**config.mk**
```make
export PLATFORM = sky130hd
export DESIGN_NAME = gb2312_font_rom_address_parser
export DESIGN_NICKNAME = d
export VERILOG_FILES = /design/src/hdl/gbfr_pkg.sv /design/src/hdl/gbfr_addr.sv /design/src/hdl/gbfr_core.sv /design/src/hdl/gb2312_font_rom_address_parser.sv
export VERILOG_INCLUDE_DIRS = /design/src /design/src/hdl
export SDC_FILE = /design/constraint.sdc
export NUM_CORES = 1
export LEC_CHECK = 0
export BUFFER_PORTS_ARGS = -buffer_cell sky130_fd_sc_hd__buf_2
export CAP_MARGIN = 20
export CELL_PAD_IN_SITES_DETAIL_PLACEMENT = 1
export CELL_PAD_IN_SITES_GLOBAL_PLACEMENT = 1
export CORE_ASPECT_RATIO = 1.5
export CORE_MARGIN = 2
export CORE_UTILIZATION = 43
export CTS_BUF_LIST = sky130_fd_sc_hd__clkbuf_8
export CTS_CLUSTER_SIZE = 16
export DETAILED_ROUTE_END_ITERATION = 10
export GPL_TIMING_DRIVEN = 1
export PLACE_DENSITY = 0.8
export SLEW_MARGIN = 10
export SYNTH_ARGS = -nofsm -noshare
export SYNTH_HDL_FRONTEND = slang
export SYNTH_SLANG_ARGS = --single-unit
export TNS_END_PERCENT = 100
```
**constraint.sdc**
```tcl
create_clock -name aclk -period 5.88 [get_ports aclk]
set_input_delay 1.176 -clock aclk [delete_from_list [all_inputs] [get_ports aclk]]
set_output_delay 1.176 -clock aclk [all_outputs]
set_load 0.01 [all_outputs]
```
**src/hdl/gb2312_font_rom_address_parser_defines.svh**
```systemverilog
// Assertion macros shared by the font ROM address parser RTL.
`ifndef GB2312_FONT_ROM_ADDRESS_PARSER_DEFINES_SVH
`define GB2312_FONT_ROM_ADDRESS_PARSER_DEFINES_SVH

// Same-cycle implication, disabled while reset is asserted.
`define GBFR_ASSERT_NOW(label, clk, rstn, ante, cons) \
    label: assert property (@(posedge clk) disable iff (!(rstn)) (ante) |-> (cons)) \
        else $error("parser assertion failed");

// Next-cycle implication, disabled while reset is asserted.
`define GBFR_ASSERT_NEXT(label, clk, rstn, ante, cons) \
    label: assert property (@(posedge clk) disable iff (!(rstn)) (ante) |=> (cons)) \
        else $error("parser assertion failed");

`endif

```
**src/hdl/gbfr_pkg.sv**
```systemverilog
// Types and constants of the GB2312 font ROM address parser.
`default_nettype none
package gbfr_pkg;

    localparam int ADDR_W        = 18;
    localparam int MAX_BYTES_DEF = 16;

    localparam logic [7:0] HANZI_LO  = 8'hB0;
    localparam logic [7:0] HANZI_HI  = 8'hF7;
    localparam logic [7:0] SYM_LO    = 8'hA1;
    localparam logic [7:0] SYM_HI    = 8'hA9;
    localparam logic [7:0] TRAIL_MIN = 8'hA1;
    localparam logic [7:0] ASCII_LO  = 8'h20;
    localparam logic [7:0] ASCII_HI  = 8'h7E;

    localparam int ROW_LEN      = 94;
    localparam int HANZI_OFS    = 846;
    localparam int WIDE_SHIFT   = 5;       // 32 bytes per 16x16 glyph
    localparam int NARROW_SHIFT = 4;       // 16 bytes per 8x16 glyph
    localparam int NARROW_BASE  = 'h3B7C0;

    localparam int STEP_WIDE   = 16;
    localparam int STEP_NARROW = 8;

    typedef enum logic {
        KIND_WIDE   = 1'b0,
        KIND_NARROW = 1'b1
    } glyph_kind_t;

    typedef struct packed {
        logic [7:0] code_byte;
        logic       first_of_string;
        logic [7:0] start_page;
        logic [7:0] start_column;
        logic       reverse_video;
    } in_item_t;

    typedef struct packed {
        logic              glyph_valid;
        logic [ADDR_W-1:0] font_address;
        glyph_kind_t       glyph_kind;
        logic [7:0]        glyph_page;
        logic [7:0]        glyph_column;
        logic              glyph_reverse;
    } result_t;

endpackage
`default_nettype wire

```
**src/hdl/gbfr_addr.sv**
```systemverilog
// Font ROM address arithmetic for double-byte and ASCII glyphs.
`default_nettype none
module gbfr_addr (
    input  wire logic [7:0]                 lead_byte,
    input  wire logic [7:0]                 code_byte,
    output logic      [gbfr_pkg::ADDR_W-1:0] wide_addr,
    output logic      [gbfr_pkg::ADDR_W-1:0] narrow_addr
);

    localparam int IDX_W = gbfr_pkg::ADDR_W - gbfr_pkg::WIDE_SHIFT;

    logic       is_hanzi;
    logic [7:0] row_diff;
    logic [7:0] trail_diff;
    logic [7:0] char_diff;
    logic [IDX_W-1:0] row_term;
    logic [IDX_W-1:0] glyph_idx;

    always_comb begin
        is_hanzi   = (lead_byte >= gbfr_pkg::HANZI_LO);
        row_diff   = is_hanzi ? (lead_byte - gbfr_pkg::HANZI_LO)
                              : (lead_byte - gbfr_pkg::SYM_LO);
        trail_diff = code_byte - gbfr_pkg::TRAIL_MIN;
        row_term   = IDX_W'(row_diff[6:0]) * IDX_W'(gbfr_pkg::ROW_LEN);
        glyph_idx  = row_term + IDX_W'(trail_diff[6:0])
                   + (is_hanzi ? IDX_W'(gbfr_pkg::HANZI_OFS) : '0);
        wide_addr  = {glyph_idx, {gbfr_pkg::WIDE_SHIFT{1'b0}}};

        char_diff   = code_byte - gbfr_pkg::ASCII_LO;
        narrow_addr = gbfr_pkg::ADDR_W'(gbfr_pkg::NARROW_BASE)
                    + gbfr_pkg::ADDR_W'({char_diff[6:0], {gbfr_pkg::NARROW_SHIFT{1'b0}}});
    end

endmodule
`default_nettype wire

```
**src/hdl/gbfr_core.sv**
```systemverilog
// String state of the parser and the per-byte glyph decision.
`default_nettype none
module gbfr_core #(
    parameter int MAX_BYTES = gbfr_pkg::MAX_BYTES_DEF
) (
    input  wire logic               aclk,
    input  wire logic               aresetn,
    input  wire logic               advance,
    input  wire gbfr_pkg::in_item_t item,
    output gbfr_pkg::result_t       result
);

    // Positions run up to MAX_BYTES + 1 when a lead sits at the last slot.
    localparam int POS_W = $clog2(MAX_BYTES + 2);

    logic [7:0]       held_lead_reg, held_lead_next;
    logic             holding_reg, holding_next;
    logic [POS_W-1:0] pos_reg, pos_next;
    logic [7:0]       column_reg, column_next;
    logic [7:0]       page_reg, page_next;
    logic             reverse_reg, reverse_next;
    logic             ended_reg, ended_next;

    logic [gbfr_pkg::ADDR_W-1:0] wide_addr;
    logic [gbfr_pkg::ADDR_W-1:0] narrow_addr;
    logic                        fresh;
    logic [7:0]                  b;

    gbfr_addr u_addr (
        .lead_byte   (held_lead_reg),
        .code_byte   (item.code_byte),
        .wide_addr   (wide_addr),
        .narrow_addr (narrow_addr)
    );

    always_comb begin
        b              = item.code_byte;
        held_lead_next = held_lead_reg;
        holding_next   = holding_reg;
        pos_next       = pos_reg;
        column_next    = column_reg;
        page_next      = page_reg;
        reverse_next   = reverse_reg;
        ended_next     = ended_reg;
        result         = '0;
        fresh          = 1'b0;

        if (item.first_of_string) begin
            page_next    = item.start_page;
            column_next  = item.start_column;
            reverse_next = item.reverse_video;
            holding_next = 1'b0;
            pos_next     = '0;
            ended_next   = 1'b0;
        end

        if (!ended_next) begin
            fresh = 1'b1;
            if (holding_next) begin
                holding_next = 1'b0;
                if (b >= gbfr_pkg::TRAIL_MIN) begin
                    result.glyph_valid   = 1'b1;
                    result.font_address  = wide_addr;
                    result.glyph_kind    = gbfr_pkg::KIND_WIDE;
                    result.glyph_page    = page_next;
                    result.glyph_column  = column_next;
                    result.glyph_reverse = reverse_next;
                    column_next = column_next + 8'(gbfr_pkg::STEP_WIDE);
                    pos_next    = pos_next + POS_W'(1);
                    fresh       = 1'b0;
                end
            end
        end

        // A byte that is not a trail byte is judged on its own.
        if (fresh) begin
            if (b == 8'h00 || pos_next >= POS_W'(MAX_BYTES)) begin
                ended_next = 1'b1;
            end else begin
                if ((b >= gbfr_pkg::HANZI_LO && b <= gbfr_pkg::HANZI_HI) ||
                    (b >= gbfr_pkg::SYM_LO && b <= gbfr_pkg::SYM_HI)) begin
                    held_lead_next = b;
                    holding_next   = 1'b1;
                end else if (b >= gbfr_pkg::ASCII_LO && b <= gbfr_pkg::ASCII_HI) begin
                    result.glyph_valid   = 1'b1;
                    result.font_address  = narrow_addr;
                    result.glyph_kind    = gbfr_pkg::KIND_NARROW;
                    result.glyph_page    = page_next;
                    result.glyph_column  = column_next;
                    result.glyph_reverse = reverse_next;
                    column_next = column_next + 8'(gbfr_pkg::STEP_NARROW);
                end
                pos_next = pos_next + POS_W'(1);
            end
        end
    end

    always_ff @(posedge aclk) begin
        if (!aresetn) begin
            held_lead_reg <= '0;
            holding_reg   <= 1'b0;
            pos_reg       <= '0;
            column_reg    <= '0;
            page_reg      <= '0;
            reverse_reg   <= 1'b0;
            ended_reg     <= 1'b1;
        end else if (advance) begin
            held_lead_reg <= held_lead_next;
            holding_reg   <= holding_next;
            pos_reg       <= pos_next;
            column_reg    <= column_next;
            page_reg      <= page_next;
            reverse_reg   <= reverse_next;
            ended_reg     <= ended_next;
        end
    end

endmodule
`default_nettype wire

```
**src/hdl/gb2312_font_rom_address_parser.sv**
```systemverilog
// Top level: GB2312 text byte stream to font ROM glyph addresses.
// A byte goes through the input register, then the result register that drives m_tdata.
// Throughput: one byte per cycle while m_tready keeps up; decode is combinational.
// Every accepted byte yields exactly one result transaction, glyph or not.
// Reset (aresetn low, synchronous) empties both registers and marks no string active.
`default_nettype none
`include "gb2312_font_rom_address_parser_defines.svh"
module gb2312_font_rom_address_parser #(
    parameter int MAX_BYTES = gbfr_pkg::MAX_BYTES_DEF
) (
    input  wire logic        aclk,
    input  wire logic        aresetn,
    // Input channel.
    input  wire logic        s_tvalid,
    output logic             s_tready,
    // s_tdata: code_byte[7:0], start_page[15:8], start_column[23:16],
    //          reverse_video[24], zero[31:25]
    input  wire logic [31:0] s_tdata,
    // s_tuser: first_of_string
    input  wire logic        s_tuser,
    // Result channel.
    output logic             m_tvalid,
    input  wire logic        m_tready,
    // m_tdata: font_address[17:0], glyph_page[25:18], glyph_column[33:26],
    //          glyph_reverse[34], zero[39:35]
    output logic      [39:0] m_tdata,
    // m_tuser: glyph_valid[0], glyph_kind[1]
    output logic      [1:0]  m_tuser
);

    // The input register holds one byte; it drains into the result register
    // whenever that register is empty or its transaction completes, so a new
    // byte is taken in every cycle the result side keeps up.
    logic               in_valid_reg, in_valid_next;
    gbfr_pkg::in_item_t in_item_reg;
    logic               out_valid_reg, out_valid_next;
    gbfr_pkg::result_t  out_res_reg;
    gbfr_pkg::result_t  core_result;
    logic               advance;
    logic               s_fire;
    logic               m_fire;

    assign advance  = in_valid_reg && (!out_valid_reg || m_tready);
    assign s_tready = !in_valid_reg || advance;
    assign s_fire   = s_tvalid && s_tready;
    assign m_fire   = out_valid_reg && m_tready;

    always_comb begin
        in_valid_next = in_valid_reg;
        if (s_fire) begin
            in_valid_next = 1'b1;
        end else if (advance) begin
            in_valid_next = 1'b0;
        end
        out_valid_next = out_valid_reg;
        if (advance) begin
            out_valid_next = 1'b1;
        end else if (m_fire) begin
            out_valid_next = 1'b0;
        end
    end

    always_ff @(posedge aclk) begin
        if (!aresetn) begin
            in_valid_reg  <= 1'b0;
            out_valid_reg <= 1'b0;
        end else begin
            in_valid_reg  <= in_valid_next;
            out_valid_reg <= out_valid_next;
        end
    end

    // Payload registers carry no reset; their valid flags guard them.
    always_ff @(posedge aclk) begin
        if (s_fire) begin
            in_item_reg.code_byte       <= s_tdata[7:0];
            in_item_reg.first_of_string <= s_tuser;
            in_item_reg.start_page      <= s_tdata[15:8];
            in_item_reg.start_column    <= s_tdata[23:16];
            in_item_reg.reverse_video   <= s_tdata[24];
        end
        if (advance) begin
            out_res_reg <= core_result;
        end
    end

    // String state lives in the core and moves only when a byte is decoded.
    gbfr_core #(
        .MAX_BYTES (MAX_BYTES)
    ) u_core (
        .aclk    (aclk),
        .aresetn (aresetn),
        .advance (advance),
        .item    (in_item_reg),
        .result  (core_result)
    );

    assign m_tvalid = out_valid_reg;
    assign m_tdata  = {5'b0,
                       out_res_reg.glyph_reverse,
                       out_res_reg.glyph_column,
                       out_res_reg.glyph_page,
                       out_res_reg.font_address};
    assign m_tuser  = {out_res_reg.glyph_kind, out_res_reg.glyph_valid};

    // A decoded byte always shows up as a result in the following cycle.
    `GBFR_ASSERT_NEXT(a_advance_shows, aclk, aresetn, advance, m_tvalid)
    // A taken byte never lands on an input register that is still full.
    `GBFR_ASSERT_NOW(a_no_overwrite, aclk, aresetn, in_valid_reg && s_tready, advance)
    // An ASCII kind is only reported together with a glyph.
    `GBFR_ASSERT_NOW(a_kind_needs_glyph, aclk, aresetn, m_tvalid && m_tuser[1], m_tuser[0])
    // A result without a glyph carries all-zero fields.
    `GBFR_ASSERT_NOW(a_empty_is_zero, aclk, aresetn, m_tvalid && !m_tuser[0], m_tdata == 40'd0)

endmodule
`default_nettype wire
```
=== Yosys cells after proc, flatten, opt, wreduce, memory -nomap -nowiden ===
Cells that the tools add are included.

* Input port bits: 37
* Output and inout port bits: 44
* Bits in registers: 97
* Word-level logic and storage cells: 97

* Bitwise operators: 1
* Multiply operators: 1
* Reduce and logical (&&, ||, !) cells: 16
* $add $sub $neg: 11
* Order comparisons: 8
* Mux-type cells: 40

{| class="wikitable"
|+ Operators with widths
! operator !! number
|-
| 2-to-1 mux 37 bit || 7
|-
| 2-to-1 mux 8 bit || 9
|-
| 2-to-1 mux 5 bit || 6
|-
| subtractor 7 x 6 -> 7 bit (second input constant) || 4
|-
| greater-or-equal comparator 8 bit (second input constant) || 3
|-
| adder 16 x 12 -> 17 bit (first input constant) || 1
|-
| <= comparator 8 bit (second input constant) || 2
|-
| 2-to-1 mux 1 bit || 16
|-
| adder 13 x 10 -> 13 bit || 1
|-
| adder 13 x 7 -> 13 bit || 1
|-
| multiplier 7 x 6 -> 12 bit (second input constant) || 1
|-
| adder 5 x 1 -> 5 bit (second input constant) || 2
|-
| 2-to-1 mux 10 bit || 1
|-
| adder 8 x 4 -> 8 bit (second input constant) || 1
|-
| adder 8 x 5 -> 8 bit (second input constant) || 1
|-
| greater-or-equal comparator 8 x 6 -> 1 bit (second input constant) || 1
|-
| <= comparator 8 x 7 -> 1 bit (second input constant) || 1
|-
| zero test 8 bit || 1
|-
| 2-to-1 mux 7 bit || 1
|-
| logical AND 1 bit || 6
|-
| greater-or-equal comparator 5 bit (second input constant) || 1
|-
| logical OR 1 bit || 4
|-
| AND reduction 4 bit || 1
|-
| nonzero test 2 bit || 2
|-
| 2 further kinds || 3
|}

=== Depth between registers and ports, before layout ===
Gate-level depths: netlist (run 1).

* Word-level depth: 12
* Depth in mapped cells: 25
* Mapped depth without buffers: 24

=== By module ===
Synthesis (run 1) repeated with hierarchy kept, for this count alone.

* Cells, all modules: 595
* Area, all modules: 6211.0 µm²

{| class="wikitable"
|+ By module, submodules not included
! module !! sequential area each (µm²) !! instances !! area an instance (µm²) !! cells an instance
|-
| gbfr_core || 640.6 || 1 || 2245.9 || 282
|-
| gb2312_font_rom_address_parser || 1931.9 || 1 || 2037.0 || 78
|-
| gbfr_addr || 0.0 || 1 || 1928.1 || 235
|}

=== Worst setup path after synthesis (run 1) ===
No wires, ideal clock.

* Kind: register to register
* Start point: register u_core.held_lead_reg[4]
* End point: register out_res_reg (netlist bit m_tdata[17]), data pin
* Path slack: 0.331 ns
* Stages on the path, launching flop included: 22
* Path buffers: 0
* Clock period less this slack: 5.549 ns
* Library setup time: 0.269 ns
* Required time: 5.611 ns
* Arrival time: 5.280 ns
* Cell sequence: dfxtp_1 ha_1 o21ai_1 inv_2 a21oi_1 fa_1 inv_1 fa_1 fa_1 inv_1 ha_1 nand3_1 o211ai_1 nor2_1 xnor2_1 ha_1 ha_1 a2111o_1 a21oi_1 nor4_1 xnor3_1 o21ai_1

{| class="wikitable"
|+ RTL lines
! what !! line !! source
|-
| from (decl) || gbfr_core.sv:16 || <nowiki>logic [7:0] held_lead_reg, held_lead_next;</nowiki>
|-
| from (signal assigned) || gbfr_core.sv:108 || <nowiki>held_lead_reg <= held_lead_next;</nowiki>
|-
| to (signal assigned) || gb2312_font_rom_address_parser.sv:83 || <nowiki>out_res_reg <= core_result;</nowiki>
|-
| to (decl) || gb2312_font_rom_address_parser.sv:37 || <nowiki>gbfr_pkg::result_t out_res_reg;</nowiki>
|}

==> impl_metrics.env, run 1 <==
export IMPL_outcome="completed"
export IMPL_crit_reg2reg_launch="u_core.held_lead_reg[1]"
export IMPL_clk_pin_slew_ns=0.10
export IMPL_cts_tree="yes"
export IMPL_fin_skew_ns=0.0110
export IMPL_io_pin_count=81
export IMPL_syn_cell_area_mm2=0.00617
export IMPL_final_common_cell="buf_2"
export IMPL_cts_max_level=3
export IMPL_startpoint="u_core.held_lead_reg[1]"
export IMPL_die_area_mm2=0.0153
export IMPL_cp_required_ns=6.00
export IMPL_post_layout_nonfiller_instances=877
export IMPL_die_w_um=102
export IMPL_path_class="reg -> reg"
export IMPL_wl_per_cell_um=17.5
export IMPL_antenna_found_initial=0
export IMPL_worstSkewPairLatency_ns=0.37
export IMPL_start_kind="register"
export IMPL_portBuffers=64
export IMPL_end_kind="register"
export IMPL_wl_met3_um=381
export IMPL_dp_final_hpwl_um=11800
export IMPL_area_growth_pct=13.5
export IMPL_routedLengthMet1_um=5550
export IMPL_post_route_util_pct=50.0
export IMPL_core_area_mm2=0.0140
export IMPL_setup_viol=0
export IMPL_synth_seq_area_share_pct=39.8
export IMPL_cts_inserted_buffers=9
export IMPL_dp_cells=857
export IMPL_arrival_ns=5.75
export IMPL_route_detailed_drc=0
export IMPL_leakagePower_nw=2.98
export IMPL_cp_max_fo=4
export IMPL_layout_common_cells="64 x buf_2, 59 x edfxtp_1, 56 x nand2_1"
export IMPL_netlist_instances=612
export IMPL_hold_viol_final=0
export IMPL_multi_input_area_mm2=0.00343
export IMPL_clockBufferDepth=2
export IMPL_postSynthAreaPerCell_um2=10.1
export IMPL_fp_dieH_um=151
export IMPL_holdBufCountCts=0
export IMPL_max_freq_ghz=0.178
export IMPL_grt_max_degree=53
export IMPL_start_util_pct=44.1
export IMPL_fin_crit_sh_pct=95.7
export IMPL_via_per_inst=5.34
export IMPL_powerDensity_mw_per_mm2=357
export IMPL_postRouteAntennaNets=0
export IMPL_cts_sinks=93
export IMPL_async_flop_share_pct=0
export IMPL_yosys_most_used_dff="edfxtp_1"
export IMPL_drt_iter0_markers=161
export IMPL_fin_ws_ns=0.254
export IMPL_grt_pass1_vias=5229
export IMPL_slew_headroom_pct=42.4
export IMPL_largest_reg_flops=31
export IMPL_nets=789
export IMPL_fillCellCount=1597
export IMPL_synth_edf_count=59
export IMPL_ys_warn_count=0
export IMPL_regArea_mm2=0.00245
export IMPL_dr_wl_met2_um=9050
export IMPL_min_delay_start="u_core.reverse_reg"
export IMPL_ys_top_cells_by_area="edfxtp_1 29%, ha_1 12%, dfxtp_1 11%"
export IMPL_drive_gt1_share_pct=18.8
export IMPL_synthDistinctLibCells=76
export IMPL_cts_root_buffer="clkbuf_8"
export IMPL_antenna_cells=0
export IMPL_yosys_area_top_type="edfxtp_1"
export IMPL_synth_ff_latch_count=93
export IMPL_maxCapViolations=0
export IMPL_grt_usage_pct=20.9
export IMPL_grt_overflow=0
export IMPL_synth_top_cell_area_share_pct=28.7
export IMPL_gp_congestion=0.866
export IMPL_tightest_slew_ns=0.860
export IMPL_rows=53
export IMPL_slew_viol_final=0
export IMPL_via_count=4679
export IMPL_final_min_clock_period_ns=5.63
export IMPL_grt_pass1_wl_um=24800
export IMPL_drt_first_pass_iters=4
export IMPL_wirelength_um=15400
export IMPL_place_ws_ns=0.0884
export IMPL_routed_top_layer="met4"
export IMPL_min_path_type="reg -> reg"
export IMPL_ir_drop_v=0.000166
[critical path, cell delays in order, from the launching register on]
cell	delay, ns
dfxtp_1	0.33
inv_2	0.07
ha_2	0.16
or3b_4	0.39
a31o_1	0.22
a21o_1	0.19
fa_1	0.54
inv_1	0.06
fa_1	0.50
fa_1	0.55
inv_1	0.07
ha_4	0.28
nand3_1	0.08
o211ai_1	0.26
nor2_1	0.08
xnor2_1	0.20
ha_1	0.26
ha_2	0.20
a2111o_1	0.44
a21oi_2	0.14
nor4_2	0.06
xnor3_1	0.23
o21ai_1	0.06
[metrics by stage]
step                      total power, mW  hold slack (ns)  cell area, um^2  setup TNS [ns]
after CTS                            2.44            0.466             6870               0
after global routing                 2.68            0.490             7000          -0.102
after global placement               1.87            0.442             6650               0
after floorplan                      1.65            0.436             6200               0
after detailed placement             1.93            0.452             6650               0
final                                2.50            0.464             7000               0
[routing by layer]
layer,global-route usage (%),up-vias
met5,0,-
met4,9.26,0
met3,3.30,32
met2,41.7,80
met1,20.3,2299
li1,-,2268
[synthesized netlist by cell type, drive strengths merged, types with 3 or more instances]
library cell / instances
edfxtp: 59
ha: 58
nand2: 58
inv: 55
nor2: 38
a21oi: 36
o21ai: 36
dfxtp: 34
xnor2: 30
nand3: 23
buf: 20
mux2i: 19
fa: 14
xor2: 14
a21o: 8
nor3: 8
a31oi: 7
clkbuf: 7
nand4: 7
nor2b: 6
o211ai: 6
o22ai: 5
nand2b: 4
o21bai: 4
a21boi: 3
a311oi: 3
and2: 3
and3: 3
mux2: 3
o21a: 3
or4: 3
[final timing paths]
check / end / slack (ns) / cells past startpoint
min reg2reg: u_core.reverse_reg / 0.46 / 2
max: m_tdata[17] / 0.25 / 22
min: u_core.reverse_reg / 0.46 / 2
max reg2reg: m_tdata[17] / 0.25 / 22
[cell type report]
cell class / instances / share of cell area, %
clock buffer: 10 / 1.97
clock inverter: 6 / 1.31
inverter: 56 / 3.04
multi-input combinational: 443 / 49.1
sequential: 93 / 35.0
tap: 192 / 3.43
timing repair buffer: 77 / 6.15
[kinds of logic after synthesis]
family	share of synthesized area, %
simple gates	13.7
compound gates	13.5
flops	39.8
buf+inv	6.35
fa+ha+maj	16.3
xor+xnor	6.74
mux	3.63
other cells	0.0608
[report_power, final]
| group | internal [mW] | leakage, nW | switching, mW |
|---|---|---|---|
| Combinational | 0.571 | 2.01 | 0.683 |
| Sequential | 0.726 | 0.858 | 0.0242 |
| Clock | 0.254 | 0.112 | 0.243 |
[timing repair]
action                     4_1_cts  5_1_grt
resized for setup                0       17
setup endpoints to repair        0        3
setup buffers                    0        3
No activity file was read; power rests on OpenSTA's default activity.
==> run 2, diff against run 1 <==
PLACE_DENSITY = 0.79   (was 0.8)
==> impl_metrics.env, run 2 (synthesis results as in run 1) <==
export IMPL_largest_reg_flops=31
export IMPL_cts_max_level=3
export IMPL_clk_pin_slew_ns=0.11
export IMPL_slew_headroom_pct=43.1
export IMPL_layout_common_cells="64 x buf_2, 59 x edfxtp_1, 56 x nand2_1, 56 x ha_1, 52 x inv_1"
export IMPL_clockBufferDepth=2
export IMPL_powerDensity_mw_per_mm2=353
export IMPL_max_freq_ghz=0.175
export IMPL_seqPwrFrac_pct=30.5
export IMPL_wirelength_um=15200
export IMPL_start_util_pct=44.1
export IMPL_crit_reg2reg_launch="u_core.held_lead_reg[0]"
export IMPL_hold_end="u_core.column_reg[1]"
export IMPL_path_class="reg -> reg"
export IMPL_cts_root_buffer="clkbuf_8"
export IMPL_startpoint="u_core.held_lead_reg[0]"
export IMPL_clkPwrFrac_pct=20.3
export IMPL_grt_usage_pct=20.3
export IMPL_grt_overflow=0
export IMPL_final_min_clock_period_ns=5.71
export IMPL_arrival_ns=5.83
export IMPL_ir_drop_v=0.000226
export IMPL_via_per_inst=5.41
export IMPL_multi_input_area_mm2=0.00341
export IMPL_io_pin_count=81
export IMPL_tightest_slew_ns=0.852
export IMPL_cpMaxStageDelayCell="fa_1"
export IMPL_die_area_mm2=0.0153
export IMPL_cts_tree="yes"
export IMPL_slew_viol_final=0
export IMPL_dp_final_hpwl_um=11700
export IMPL_die_w_um=102
export IMPL_gp_congestion=0.855
export IMPL_route_detailed_drc=0
export IMPL_path_cells="inv_1 -> ha_1 -> or3b_4 -> a31o_1 -> a21o_1 -> fa_1 -> inv_1 -> fa_1 -> fa_1 -> inv_1 -> ha_4 -> nand3_1 -> o211ai_1 -> nor2_1 -> xnor2_1 -> ha_1 -> ha_1 -> a2111o_1 -> o21bai_1 -> xor2_1 -> o21ai_0"
export IMPL_internal_power_mw=1.52
export IMPL_grt_max_degree=53
export IMPL_cp_max_fo=4
export IMPL_drt_iter0_markers=127
export IMPL_place_area_mm2=0.00665
export IMPL_rr_endpoint="m_tdata[16]"
export IMPL_min_path_cells=2
export IMPL_outcome="completed"
export IMPL_fin_crit_sh_pct=97.1
export IMPL_drt_first_pass_iters=4
export IMPL_cp_required_ns=6.00
export IMPL_grt_pass1_vias=5180
export IMPL_final_common_cell="buf_2"
export IMPL_min_delay_start="u_core.column_reg[1]"
export IMPL_start_kind="register"
export IMPL_rows=53
export IMPL_leakagePower_nw=2.97
export IMPL_postRouteAntennaNets=0
export IMPL_fin_skew_ns=0.0163
export IMPL_worst_hold_slack_ns=0.468
export IMPL_area_growth_pct=12.9
export IMPL_design_area_mm2=0.00696
export IMPL_worst_path_buf_inv=3
export IMPL_fp_dieH_um=151
export IMPL_maxCapViolations=0
export IMPL_r2r_slack_ns=0.17
export IMPL_worstSkewPairLatency_ns=0.38
export IMPL_portBuffers=64
export IMPL_nets=787
export IMPL_min_path_type="reg -> reg"
export IMPL_regArea_mm2=0.00245
export IMPL_setup_viol=0
export IMPL_via_count=4737
export IMPL_cts_sinks=93
export IMPL_cts_inserted_buffers=9
export IMPL_reg2regPathDepth=21
export IMPL_hold_viol_final=0
export IMPL_fillCellCount=1590
export IMPL_end_kind="register"
export IMPL_power_switching_uw=938
export IMPL_core_area_mm2=0.0140
export IMPL_grt_pass1_wl_um=24500
export IMPL_drive_gt1_share_pct=18.0
export IMPL_cpPeakStageDelay_ns=0.56
export IMPL_wl_per_cell_um=17.4
export IMPL_antenna_cells=0
export IMPL_switching_share_pct=38.1
export IMPL_antenna_found_initial=0
export IMPL_pwr_share_comb_pct=49.2
export IMPL_crit_family="adder cells"
export IMPL_holdBufCountCts=0
-- run 2: cell types whose count changed in the layout (fill, tap and decap cells not counted), moves of 2 or more --
cell	before	now
buf_4	12	10
ha_1	54	56
inv_2	4	2
inv_1	50	52
-- run 2: area by class of cell --
| type | instances | share of cell area, % |
|---|---|---|
| flip-flops and latches | 93 | 35.2 |
| clock buffers | 9 | 1.78 |
| well taps | 192 | 3.45 |
| multi-input cells | 443 | 49.0 |
| repair buffers | 75 | 5.97 |
| inverters | 56 | 3.06 |
| clock inverters | 7 | 1.53 |
-- run 2: power by group through the flow --
stage / Combinational (mW) / Sequential (mW) / Clock (mW)
floorplan: 0.892 / 0.760 / 0
global placement: 1.10 / 0.763 / 0
detailed placement: 1.15 / 0.765 / 0
CTS: 1.16 / 0.750 / 0.508
global route: 1.35 / 0.754 / 0.528
finish: 1.21 / 0.750 / 0.499
-- run 2: worst max path at each step --
| stage | cells past startpoint | slack, ns | endpoint |
|---|---|---|---|
| after floorplan | 21 | 0.33 | m_tdata[17] |
| after CTS | 22 | 0.06 | m_tdata[16] |
| after global routing | 23 | -0.04 | m_tdata[16] |
| after detailed placement | 22 | 0.08 | m_tdata[16] |
| after global placement | 22 | 0.23 | m_tdata[17] |
| final | 21 | 0.17 | m_tdata[16] |
-- run 2: worst min-delay path, cell delays in order, from the launching register on --
cell and delay (ns):
dfxtp_1 0.32, nand2_1 0.05, a21oi_1 0.05
-- run 2: routing by layer --
layer	global-route usage, %	wire length (um)	vias to the layer above	part of all wire [%]
met5	0	0	-	0
met4	7.91	400	0	2.6
met3	2.37	303	33	2.0
met2	40.6	8890	86	58
met1	20.8	5640	2358	37
li1	-	-	2260	-
-- run 2: stage by stage --
stage          setup TNS, ns  setup WS, ns  power (mW)  util [%]  cells
2_1_floorplan              0         0.331        1.65         -    620
3_3_place_gp               0         0.230        1.87      47.5    857
3_5_place_dp               0        0.0819        1.92      47.5    857
4_1_cts                    0        0.0619        2.42      49.1    873
5_1_grt              -0.0633       -0.0377        2.64      49.8    875
6_report                   0         0.171        2.46      49.8    875
-- run 2: repair_timing --
action | in CTS | in global routing
buffers inserted | 0 | 1
setup endpoints to repair | 0 | 2
resized for setup | 0 | 11
